## src/hw/rtl/dotq_pkg.sv

```systemverilog
// Shared types and codes for the deadline ordered task queue.
// No dependencies; used by dotq_cell and deadline_ordered_task_queue.
package dotq_pkg;

  localparam int unsigned QueueDepth = 16;

  localparam logic [1:0] OP_PUSH  = 2'd0;
  localparam logic [1:0] OP_POP   = 2'd1;
  localparam logic [1:0] OP_QUERY = 2'd2;

  localparam logic [1:0] ST_OK    = 2'd0;
  localparam logic [1:0] ST_EMPTY = 2'd1;
  localparam logic [1:0] ST_FULL  = 2'd2;

  typedef struct packed {
    logic [1:0]  opcode;
    logic [15:0] task_id;
    logic [63:0] deadline;
  } cmd_t;

  typedef struct packed {
    logic [1:0]  status;
    logic [15:0] task_out;
    logic [63:0] deadline_out;
    logic        found;
    logic [63:0] head_deadline;
    logic        head_valid;
  } res_t;

  typedef struct packed {
    logic        valid;
    logic [15:0] task_id;
    logic [63:0] deadline;
  } entry_t;

  typedef struct packed {
    logic        push;
    logic        pop;
    logic [15:0] task_id;
    logic [63:0] deadline;
  } cell_ctrl_t;

endpackage

```

## src/hw/rtl/dotq_cell.sv

```systemverilog
// One slot of the sorted queue: holds an entry, shifts toward the tail on
// push and toward the head on pop. Depends on dotq_pkg.
module dotq_cell (
  input  logic                clk,
  input  logic                rst,
  input  dotq_pkg::cell_ctrl_t ctrl,
  input  dotq_pkg::entry_t    left,
  input  logic                left_place,
  input  dotq_pkg::entry_t    right,
  output dotq_pkg::entry_t    entry,
  output logic                place,
  output logic                hit
);

  dotq_pkg::entry_t entry_next;

  assign place = !entry.valid || (ctrl.deadline < entry.deadline);
  assign hit   = entry.valid && (entry.task_id == ctrl.task_id);

  always_comb begin
    entry_next = entry;
    if (ctrl.push) begin
      if (left_place) begin
        entry_next = left;
      end else if (place) begin
        entry_next.valid    = 1'b1;
        entry_next.task_id  = ctrl.task_id;
        entry_next.deadline = ctrl.deadline;
      end
    end else if (ctrl.pop) begin
      entry_next = right;
    end
  end

  always_ff @(posedge clk) begin
    entry.task_id  <= entry_next.task_id;
    entry.deadline <= entry_next.deadline;
    if (rst) begin
      entry.valid <= 1'b0;
    end else begin
      entry.valid <= entry_next.valid;
    end
  end

endmodule

```

## src/hw/rtl/deadline_ordered_task_queue.sv

```systemverilog
// Top level of the deadline ordered task queue: a row of dotq_cell slots
// plus the result register. Depends on dotq_pkg and dotq_cell.
//
// Usage: the cmd channel carries one beat per operation (push, pop or
// query); the res channel returns exactly one beat per cmd beat, in order.
// Each beat is taken when valid is high and stall is low.
// The result is registered and appears in the cycle after cmd is taken.
// Throughput: one cmd beat per cycle while cmd_stall is low; every cell
// compares its deadline with the pushed one and moves its entry in that
// same cycle, so the row settles push, pop and query as the beat is taken.
// The result register sits between the channels: a new cmd beat is taken
// while the pending result is taken in the same cycle. When the receiver
// stalls, the result holds and cmd_stall rises until the result leaves.
// Reset empties the queue and drops any pending result; the queue is
// ready as soon as reset is released.
// head_deadline and head_valid report the queue head after the operation.
module deadline_ordered_task_queue #(
  parameter int unsigned QUEUE_DEPTH = dotq_pkg::QueueDepth
) (
  input  logic           clk,
  input  logic           rst,
  input  logic           cmd_valid,
  output logic           cmd_stall,
  input  dotq_pkg::cmd_t cmd,
  output logic           res_valid,
  input  logic           res_stall,
  output dotq_pkg::res_t res
);

  dotq_pkg::entry_t     ent [QUEUE_DEPTH];
  logic [QUEUE_DEPTH-1:0] place;
  logic [QUEUE_DEPTH-1:0] hit;
  dotq_pkg::cell_ctrl_t ctrl;
  dotq_pkg::entry_t     empty_entry;
  logic                 accept;
  logic                 full;
  logic                 empty;

  logic [1:0]  status;
  logic [15:0] task_out;
  logic [63:0] deadline_out;
  logic        found;

  assign cmd_stall   = res_valid && res_stall;
  assign accept      = cmd_valid && !cmd_stall;
  assign full        = ent[QUEUE_DEPTH-1].valid;
  assign empty       = !ent[0].valid;
  assign empty_entry = '0;

  assign ctrl.push     = accept && (cmd.opcode == dotq_pkg::OP_PUSH) && !full;
  assign ctrl.pop      = accept && (cmd.opcode == dotq_pkg::OP_POP);
  assign ctrl.task_id  = cmd.task_id;
  assign ctrl.deadline = cmd.deadline;

  for (genvar i = 0; i < QUEUE_DEPTH; i++) begin : g_cell
    dotq_pkg::entry_t left_ent;
    dotq_pkg::entry_t right_ent;
    logic             left_pl;
    if (i == 0) begin : g_first
      assign left_ent = empty_entry;
      assign left_pl  = 1'b0;
    end else begin : g_mid
      assign left_ent = ent[i-1];
      assign left_pl  = place[i-1];
    end
    if (i == QUEUE_DEPTH - 1) begin : g_last
      assign right_ent = empty_entry;
    end else begin : g_inner
      assign right_ent = ent[i+1];
    end
    dotq_cell u_cell (
      .clk        (clk),
      .rst        (rst),
      .ctrl       (ctrl),
      .left       (left_ent),
      .left_place (left_pl),
      .right      (right_ent),
      .entry      (ent[i]),
      .place      (place[i]),
      .hit        (hit[i])
    );
  end

  always_ff @(posedge clk) begin
    if (rst) begin
      res_valid <= 1'b0;
    end else if (accept) begin
      res_valid <= 1'b1;
    end else if (!res_stall) begin
      res_valid <= 1'b0;
    end
  end

  always_ff @(posedge clk) begin
    if (accept) begin
      status       <= dotq_pkg::ST_OK;
      task_out     <= '0;
      deadline_out <= '0;
      found        <= 1'b0;
      unique case (cmd.opcode)
        dotq_pkg::OP_PUSH: begin
          if (full) begin
            status <= dotq_pkg::ST_FULL;
          end
        end
        dotq_pkg::OP_POP: begin
          if (empty) begin
            status <= dotq_pkg::ST_EMPTY;
          end else begin
            task_out     <= ent[0].task_id;
            deadline_out <= ent[0].deadline;
          end
        end
        dotq_pkg::OP_QUERY: begin
          found <= |hit;
        end
        default: begin
        end
      endcase
    end
  end

  assign res.status        = status;
  assign res.task_out      = task_out;
  assign res.deadline_out  = deadline_out;
  assign res.found         = found;
  assign res.head_valid    = ent[0].valid;
  assign res.head_deadline = ent[0].valid ? ent[0].deadline : 64'd0;

endmodule

```

## config.mk

```make
export PLATFORM = sky130hd
export DESIGN_NAME = deadline_ordered_task_queue
export DESIGN_NICKNAME = d
export VERILOG_FILES = /design/src/hw/rtl/dotq_pkg.sv /design/src/hw/rtl/dotq_cell.sv /design/src/hw/rtl/deadline_ordered_task_queue.sv
export SDC_FILE = /design/constraint.sdc
export NUM_CORES = 2
export LEC_CHECK = 0
export ABC_CLOCK_PERIOD_IN_PS = 10800
export BUFFER_PORTS_ARGS = -buffer_cell sky130_fd_sc_hd__buf_2
export CELL_PAD_IN_SITES_DETAIL_PLACEMENT = 1
export CELL_PAD_IN_SITES_GLOBAL_PLACEMENT = 2
export CORE_ASPECT_RATIO = 1.25
export CORE_MARGIN = 2
export CORE_UTILIZATION = 42
export DETAILED_ROUTE_END_ITERATION = 7
export GPL_ROUTABILITY_DRIVEN = 0
export PLACE_DENSITY = 0.78
export SYNTH_ARGS = -nofsm -noshare
export SYNTH_HDL_FRONTEND = slang
export SYNTH_SLANG_ARGS = --single-unit
export TNS_END_PERCENT = 5
```

## constraint.sdc

```tcl
create_clock -name clk -period 10.8 [get_ports clk]
set_input_delay 1.62 -clock clk [delete_from_list [all_inputs] [get_ports clk]]
set_output_delay 1.62 -clock clk [all_outputs]
set_load 0.01 [all_outputs]
```

## Word level (Yosys, flattened, before mapping)

Cells that the tools add are included.

- Output and inout port bits: 150
- Register bits after elaboration: 1380
- Logic and storage cells: 247
- Memories: 0
- Latch bits: 0
- Memory bits (read-only): 0
- RAM bits: 0
- Bits of input ports: 86

- Multipliers: 0
- Add/subtract/negate cells: 0
- Order comparisons: 16
- Equal/unequal tests: 35
- Bitwise gates (word level): 0
- Shift operators: 0
- Multiplexer cells: 69
- Reduce and logical (&&, ||, !) cells: 74
- Div/mod/pow operators: 0

Operators with widths:

| kind | count |
|---|---|
| $mux 81 | 63 |
| $lt 64x64->1 | 16 |
| $eq 16x16->1 | 16 |
| $mux 64 | 1 |
| $ne 3x1->1 const B | 15 |
| $reduce_and 2->1 | 17 |
| $logic_and 1x1->1 | 21 |
| $logic_not 1->1 | 17 |
| $logic_or 1x1->1 | 16 |
| $reduce_or 16->1 | 1 |
| $ne 2x1->1 const B | 2 |
| $pmux 2 s2 | 1 |
| $mux 1 | 3 |
| $eq 2x1->1 const B | 1 |
| $eq 2x2->1 const B | 1 |
| $logic_not 2->1 | 1 |
| $mux 2 | 1 |
| $reduce_bool 2->1 | 1 |

## Logic depth before layout (Yosys ltp)

- Word-level depth: 7
- Gate-level depth with buffers: 14
- Mapped depth without buffers: 11

## Modules after synthesis

A second synthesis with hierarchy kept.

- Cell total of the unflattened synthesis: 9895
- Area total of the unflattened synthesis: 98261.7 µm²

Modules (own cells, without submodules):

| module | area an instance (µm²) | cells an instance | seq. area each (µm²) | instances |
|---|---|---|---|---|
| dotq_cell | 5898.2 | 602 | 2422.3 | 16 |
| deadline_ordered_task_queue | 3891.2 | 263 | 2512.4 | 1 |

## Least setup slack after synthesis

OpenSTA, ideal clock, no wires.

- Path kind: in2reg
- Start point: input port res_stall
- End point: register g_cell[10].u_cell.entry[0] in the netlist's numbering, enable pin
- Arrival: 8213 ps
- Cell stages on the path: 8
- Path buffers: 2
- Library setup time: 566 ps
- Path slack: 2021 ps
- Cell sequence: nand2_1 nand2_1 inv_1 nand3b_1 and2_1 clkbuf_1 clkbuf_1 a31oi_1

- Word-level cells in the longest chain between the ends: 7
- Elaborated cells on any way between the ends: 9
- Classes of those cells: eq/ne: 1; reduce/logical: 8

RTL lines:

| element | RTL line | text |
|---|---|---|
| start, declared | deadline_ordered_task_queue.sv:26 | `input logic res_stall,` |
| $logic_and 1x1->1 * | deadline_ordered_task_queue.sv:44 | `assign cmd_stall = res_valid && res_stall;` |
| $logic_not 1->1 * | deadline_ordered_task_queue.sv:45 | `assign accept = cmd_valid && !cmd_stall;` |
| $logic_and 1x1->1 * | deadline_ordered_task_queue.sv:45 |  |
| net accept | deadline_ordered_task_queue.sv:35 | `logic accept;` |
| $logic_and 1x1->1 (2 in series) | deadline_ordered_task_queue.sv:50 | `assign ctrl.push = accept && (cmd.opcode == dotq_pkg::OP_PUSH) && !full;` |
| $ne 3x1->1 (no line) or $reduce_bool 2->1 (tied branches) | n/a |  |
| $reduce_and 2->1 (no line) * | n/a |  |
| end, declared | dotq_cell.sv:10 | `output dotq_pkg::entry_t entry,` |

The timed path passes the listed nets; every way through them passes the cells marked *.
A chain may end at the register's enable or synchronous reset.

## Final worst setup path

- Start point: input port cmd[9] in the netlist's numbering
- End point: register g_cell[7].u_cell.entry[59] in the netlist's numbering, enable pin

- Word-level cells in the longest chain between the ends: 4
- Elaborated cells on any way between the ends: 6
- Classes of those cells: order compare: 2; eq/ne: 1; reduce/logical: 3

RTL lines:

| element | RTL line | text |
|---|---|---|
| start, declared | deadline_ordered_task_queue.sv:24 | `input dotq_pkg::cmd_t cmd,` |
| $lt 64x64->1 | dotq_cell.sv:17 | `assign place = !entry.valid \|\| (ctrl.deadline < entry.deadline);` |
| $logic_or 1x1->1 | dotq_cell.sv:17 |  |
| $ne 3x1->1 (no line) * | n/a |  |
| $reduce_and 2->1 (no line) * | n/a |  |
| end, declared | dotq_cell.sv:10 |  |

Every way passes the cells marked *; elsewhere a longest branch is shown, timed or not.

==> flow_metrics.py <==
metrics = {
    "route": {
        "first_iter_violations": 6960,
        "wl_per_cell_um": 30.02,
        "num_vias": 83360,
        "viasPerCell": 6.306,
        "dr.pass1.iters": 6,
        "drt_wl_total_mm": 396.8,
        "drtAntennaViolNets": 0,
        "drc": 0,
    },
    "layout": {
        "syn2layout_area_growth_pct": 9.306,
        "nets": 11040,
        "seqCellArea_um2": 41280,
        "multi_input_area_um2": 48810,
        "fin_area_um2": 106000,
        "fill_cells": 25870,
        "drive_above_1_share_pct": 8.531,
    },
    "setup_path": {
        "rr_endpoint": "g_cell[7].u_cell.entry[59]",
        "cp_max_fo": 49,
        "critPathLaunchType": "input pin",
        "cp.required_ns": 11.25,
        "r2r_setup_slack_ns": 5.01,
        "crit_arrival_ns": 7.10,
        "critPathCapture": "g_cell[7].u_cell.entry[59]",
        "crit_type": "input pin to flop",
        "ff2ff_path_depth": 11,
        "timing.rr.start": "g_cell[7].u_cell.entry[17]",
        "setup.worst_path.end_class": "flop",
        "cp-startpoint": "cmd[9]",
    },
    "floorplanning": {
        "ios": 236,
        "dieArea_um2": 234700,
        "core_area_um2": 230000,
        "num_rows": 197,
        "initial_core_util_pct": 42.16,
        "die_w_um": 433.7,
        "fp.dieH_um": 541.2,
    },
    "yosys": {
        "seq_area_frac_synth_pct": 42.57,
        "yosys.cell_types.count": 77,
        "ys_warn_count": 0,
        "yosys_register_bits": 1380,
        "yosys.area.top_type": "edfxtp_1",
        "syn-num-nets": 11170,
        "ys.flop_type": "edfxtp_1",
        "syn_avg_cell_area_um2": 9.559,
        "synthTopCellsByArea": "edfxtp_1 (42%), ha_1 (12%), nand2_1 (4.7%)",
        "yosys-top-cells-count": "edfxtp_1 (1363), nand2_1 (1217), inv_1 (1034)",
        "async_flop_share_pct": 0,
        "synth_area_um2": 96950,
        "synth.top_cell.area_share_pct": 42.22,
        "synth.most_common_cell": "edfxtp_1",
        "synth_edf_count": 1363,
        "synthCells": 10140,
    },
    "placed_design": {
        "dp_hpwl_mm": 273.3,
        "place_ws_ns": 3.320,
        "dpl_cell_area_um2": 100700,
        "port_buffers": 235,
    },
    "cts": {
        "post_cts_resized": 0,
        "ctsHtreeMaxLevel": 4,
        "cts_sinks": 1380,
        "cts_setup_buffers": 0,
        "cts_buffers": 173,
        "clockBufferDepth": 4,
        "cts_root_buf": "clkbuf_16",
        "cts_hold_buffers": 0,
        "cts_tree": "yes",
        "clock_latency_ns": 0.88,
        "clkTransAtPathRegs_ns": 0.06,
    },
    "power": {
        "vdd_drop_max_uv": 108.2,
        "p_per_area_nw_per_um2": 139.3,
        "p_comb_share_pct": 16.9,
        "p_sw_w": 0.004439,
        "pwr-share-seq_pct": 44.3,
        "clockPowerShare_pct": 38.8,
        "p_leak_nw": 43.80,
        "p_sw_share_pct": 30.07,
        "p_int_w": 0.01032,
    },
    "sta": {
        "fin_ws_ns": 4.152,
        "period_share_pct": 61.56,
        "worst_pin_slew_ns": 1.507,
        "finalMaxSlewViolations": 4,
        "whs_ns": 0.5319,
        "fin_skew_ns": 0.06361,
        "fin_tns_setup_ns": 0,
        "relSlewSlack_pct": -1.256,
        "final-setup-viol-count": 0,
        "rsz0062_at_grt": "false",
        "period_needed_ns": 6.648,
        "fmax_mhz": 150.4,
        "hold_viol_final": 0,
    },
    "grt": {
        "grt_max_degree": 220,
        "grt_pass1_wl_mm": 582.4,
        "gr-total-overflow": 0,
        "track_usage_pct": 33.02,
        "antenna_found_initial": 14,
        "grt_pass1_vias": 87180,
    },
    "job": {
        "cap_violations": 1,
    },
    "outcome": {
        "outcome": "finished with violations",
        "failed_checks": "capacitance limit, slew limit",
    },
    "min_path": {
        "hold_path_class": "flop to flop",
    },
}
cells in the final DEF, fill, tap and decap left out, types with 56 or more instances in the layout:
master | Yosys | layout
nand3_1 | 462 | 461
clkbuf_16 | 0 | 177
nand2b_1 | 91 | 91
edfxtp_1 | 1363 | 1363
o211ai_1 | 60 | 60
xor2_1 | 56 | 56
a31oi_1 | 177 | 171
xnor2_1 | 200 | 200
o21ai_1 | 105 | 104
a21oi_1 | 447 | 440
nor3_1 | 136 | 136
o21ai_0 | 714 | 714
a21o_1 | 224 | 223
ha_1 | 945 | 945
mux2i_1 | 399 | 399
buf_2 | 69 | 235
inv_1 | 1034 | 1032
o311ai_0 | 214 | 214
mux2_2 | 71 | 71
o31ai_1 | 69 | 69
nor2_1 | 328 | 325
o221a_2 | 80 | 80
and2_1 | 149 | 147
nand2_1 | 1217 | 1214
o221ai_1 | 195 | 195
buf_4 | 32 | 189
nand4_1 | 203 | 203
a22oi_1 | 67 | 67
cell type report:
cell class                 count  share of cell area [%]
multi-input combinational   6976                   46.06
sequential                  1380                   38.95
clock buffer                 225                   4.359
inverter                    1034                   3.667
tap                         3084                   3.641
timing repair buffer         439                   2.732
clock inverter                74                  0.5703
antenna                        8                 0.01889
how the worst min path moves through the flow:
| stage | start | to | slack [ns] | depth (start not counted) |
|---|---|---|---|---|
| floorplan | g_cell[4].u_cell.entry[80] | g_cell[5].u_cell.entry[80] | 0.48 | 2 |
| global placement | g_cell[4].u_cell.entry[80] | g_cell[5].u_cell.entry[80] | 0.49 | 2 |
| detailed placement | g_cell[4].u_cell.entry[80] | g_cell[5].u_cell.entry[80] | 0.52 | 2 |
| CTS | g_cell[4].u_cell.entry[80] | g_cell[5].u_cell.entry[80] | 0.53 | 2 |
| global route | g_cell[2].u_cell.entry[80] | g_cell[3].u_cell.entry[80] | 0.57 | 2 |
| finish | g_cell[4].u_cell.entry[80] | g_cell[5].u_cell.entry[80] | 0.53 | 2 |
flip-flops by register name (all words and copies together) (netlist names):
register	count
deadline_out	64
found	1
g_cell.u_cell.entry	1296
res_valid	1
status	2
task_out	16
metrics by stage:
step | total power, W | std cells | utilization [%]
final | 0.01476 | 13220 | 46.08
after global routing | 0.01525 | 13210 | 46.08
after CTS | 0.01481 | 13210 | 46.07
after detailed placement | 0.009098 | 12910 | 43.80
after global placement | 0.008982 | 12910 | 43.80
after floorplan | 0.008047 | 10140 | -
cell families after synthesis:
kind of cell    synth area share [%]
buf+inv                        7.503
xor+xnor                       2.313
mux                            4.944
flops                          42.57
fa+ha+maj                      12.20
simple gates                   12.90
compound gates                 17.58
critical path: stages:
cell       delay [ns]
buf_2            0.56
ha_1             0.37
a21oi_1          0.17
o21ai_0          0.15
a2111oi_0        0.41
o21ai_0          0.52
a41o_1           0.43
a31oi_1          0.40
o21ai_1          0.34
nand3_4          0.54
o21a_4           0.85
buf_4            0.63
metal layers:
metal,routed length [um],track usage [%]
met1,158800,40.59
met2,190300,55.61
met3,20920,3.540
met4,26790,19.91
met5,14,0
power by group through the flow:
stage          registers (W)  clock network (W)  logic, W
2_1_floorplan        0.00657                  0   0.00148
3_3_place_gp         0.00664                  0   0.00234
6_report             0.00654            0.00573   0.00249
5_1_grt              0.00657            0.00597   0.00271
4_1_cts              0.00654            0.00581   0.00247
3_5_place_dp         0.00665                  0   0.00245
Power figures use the tool's default switching activity.
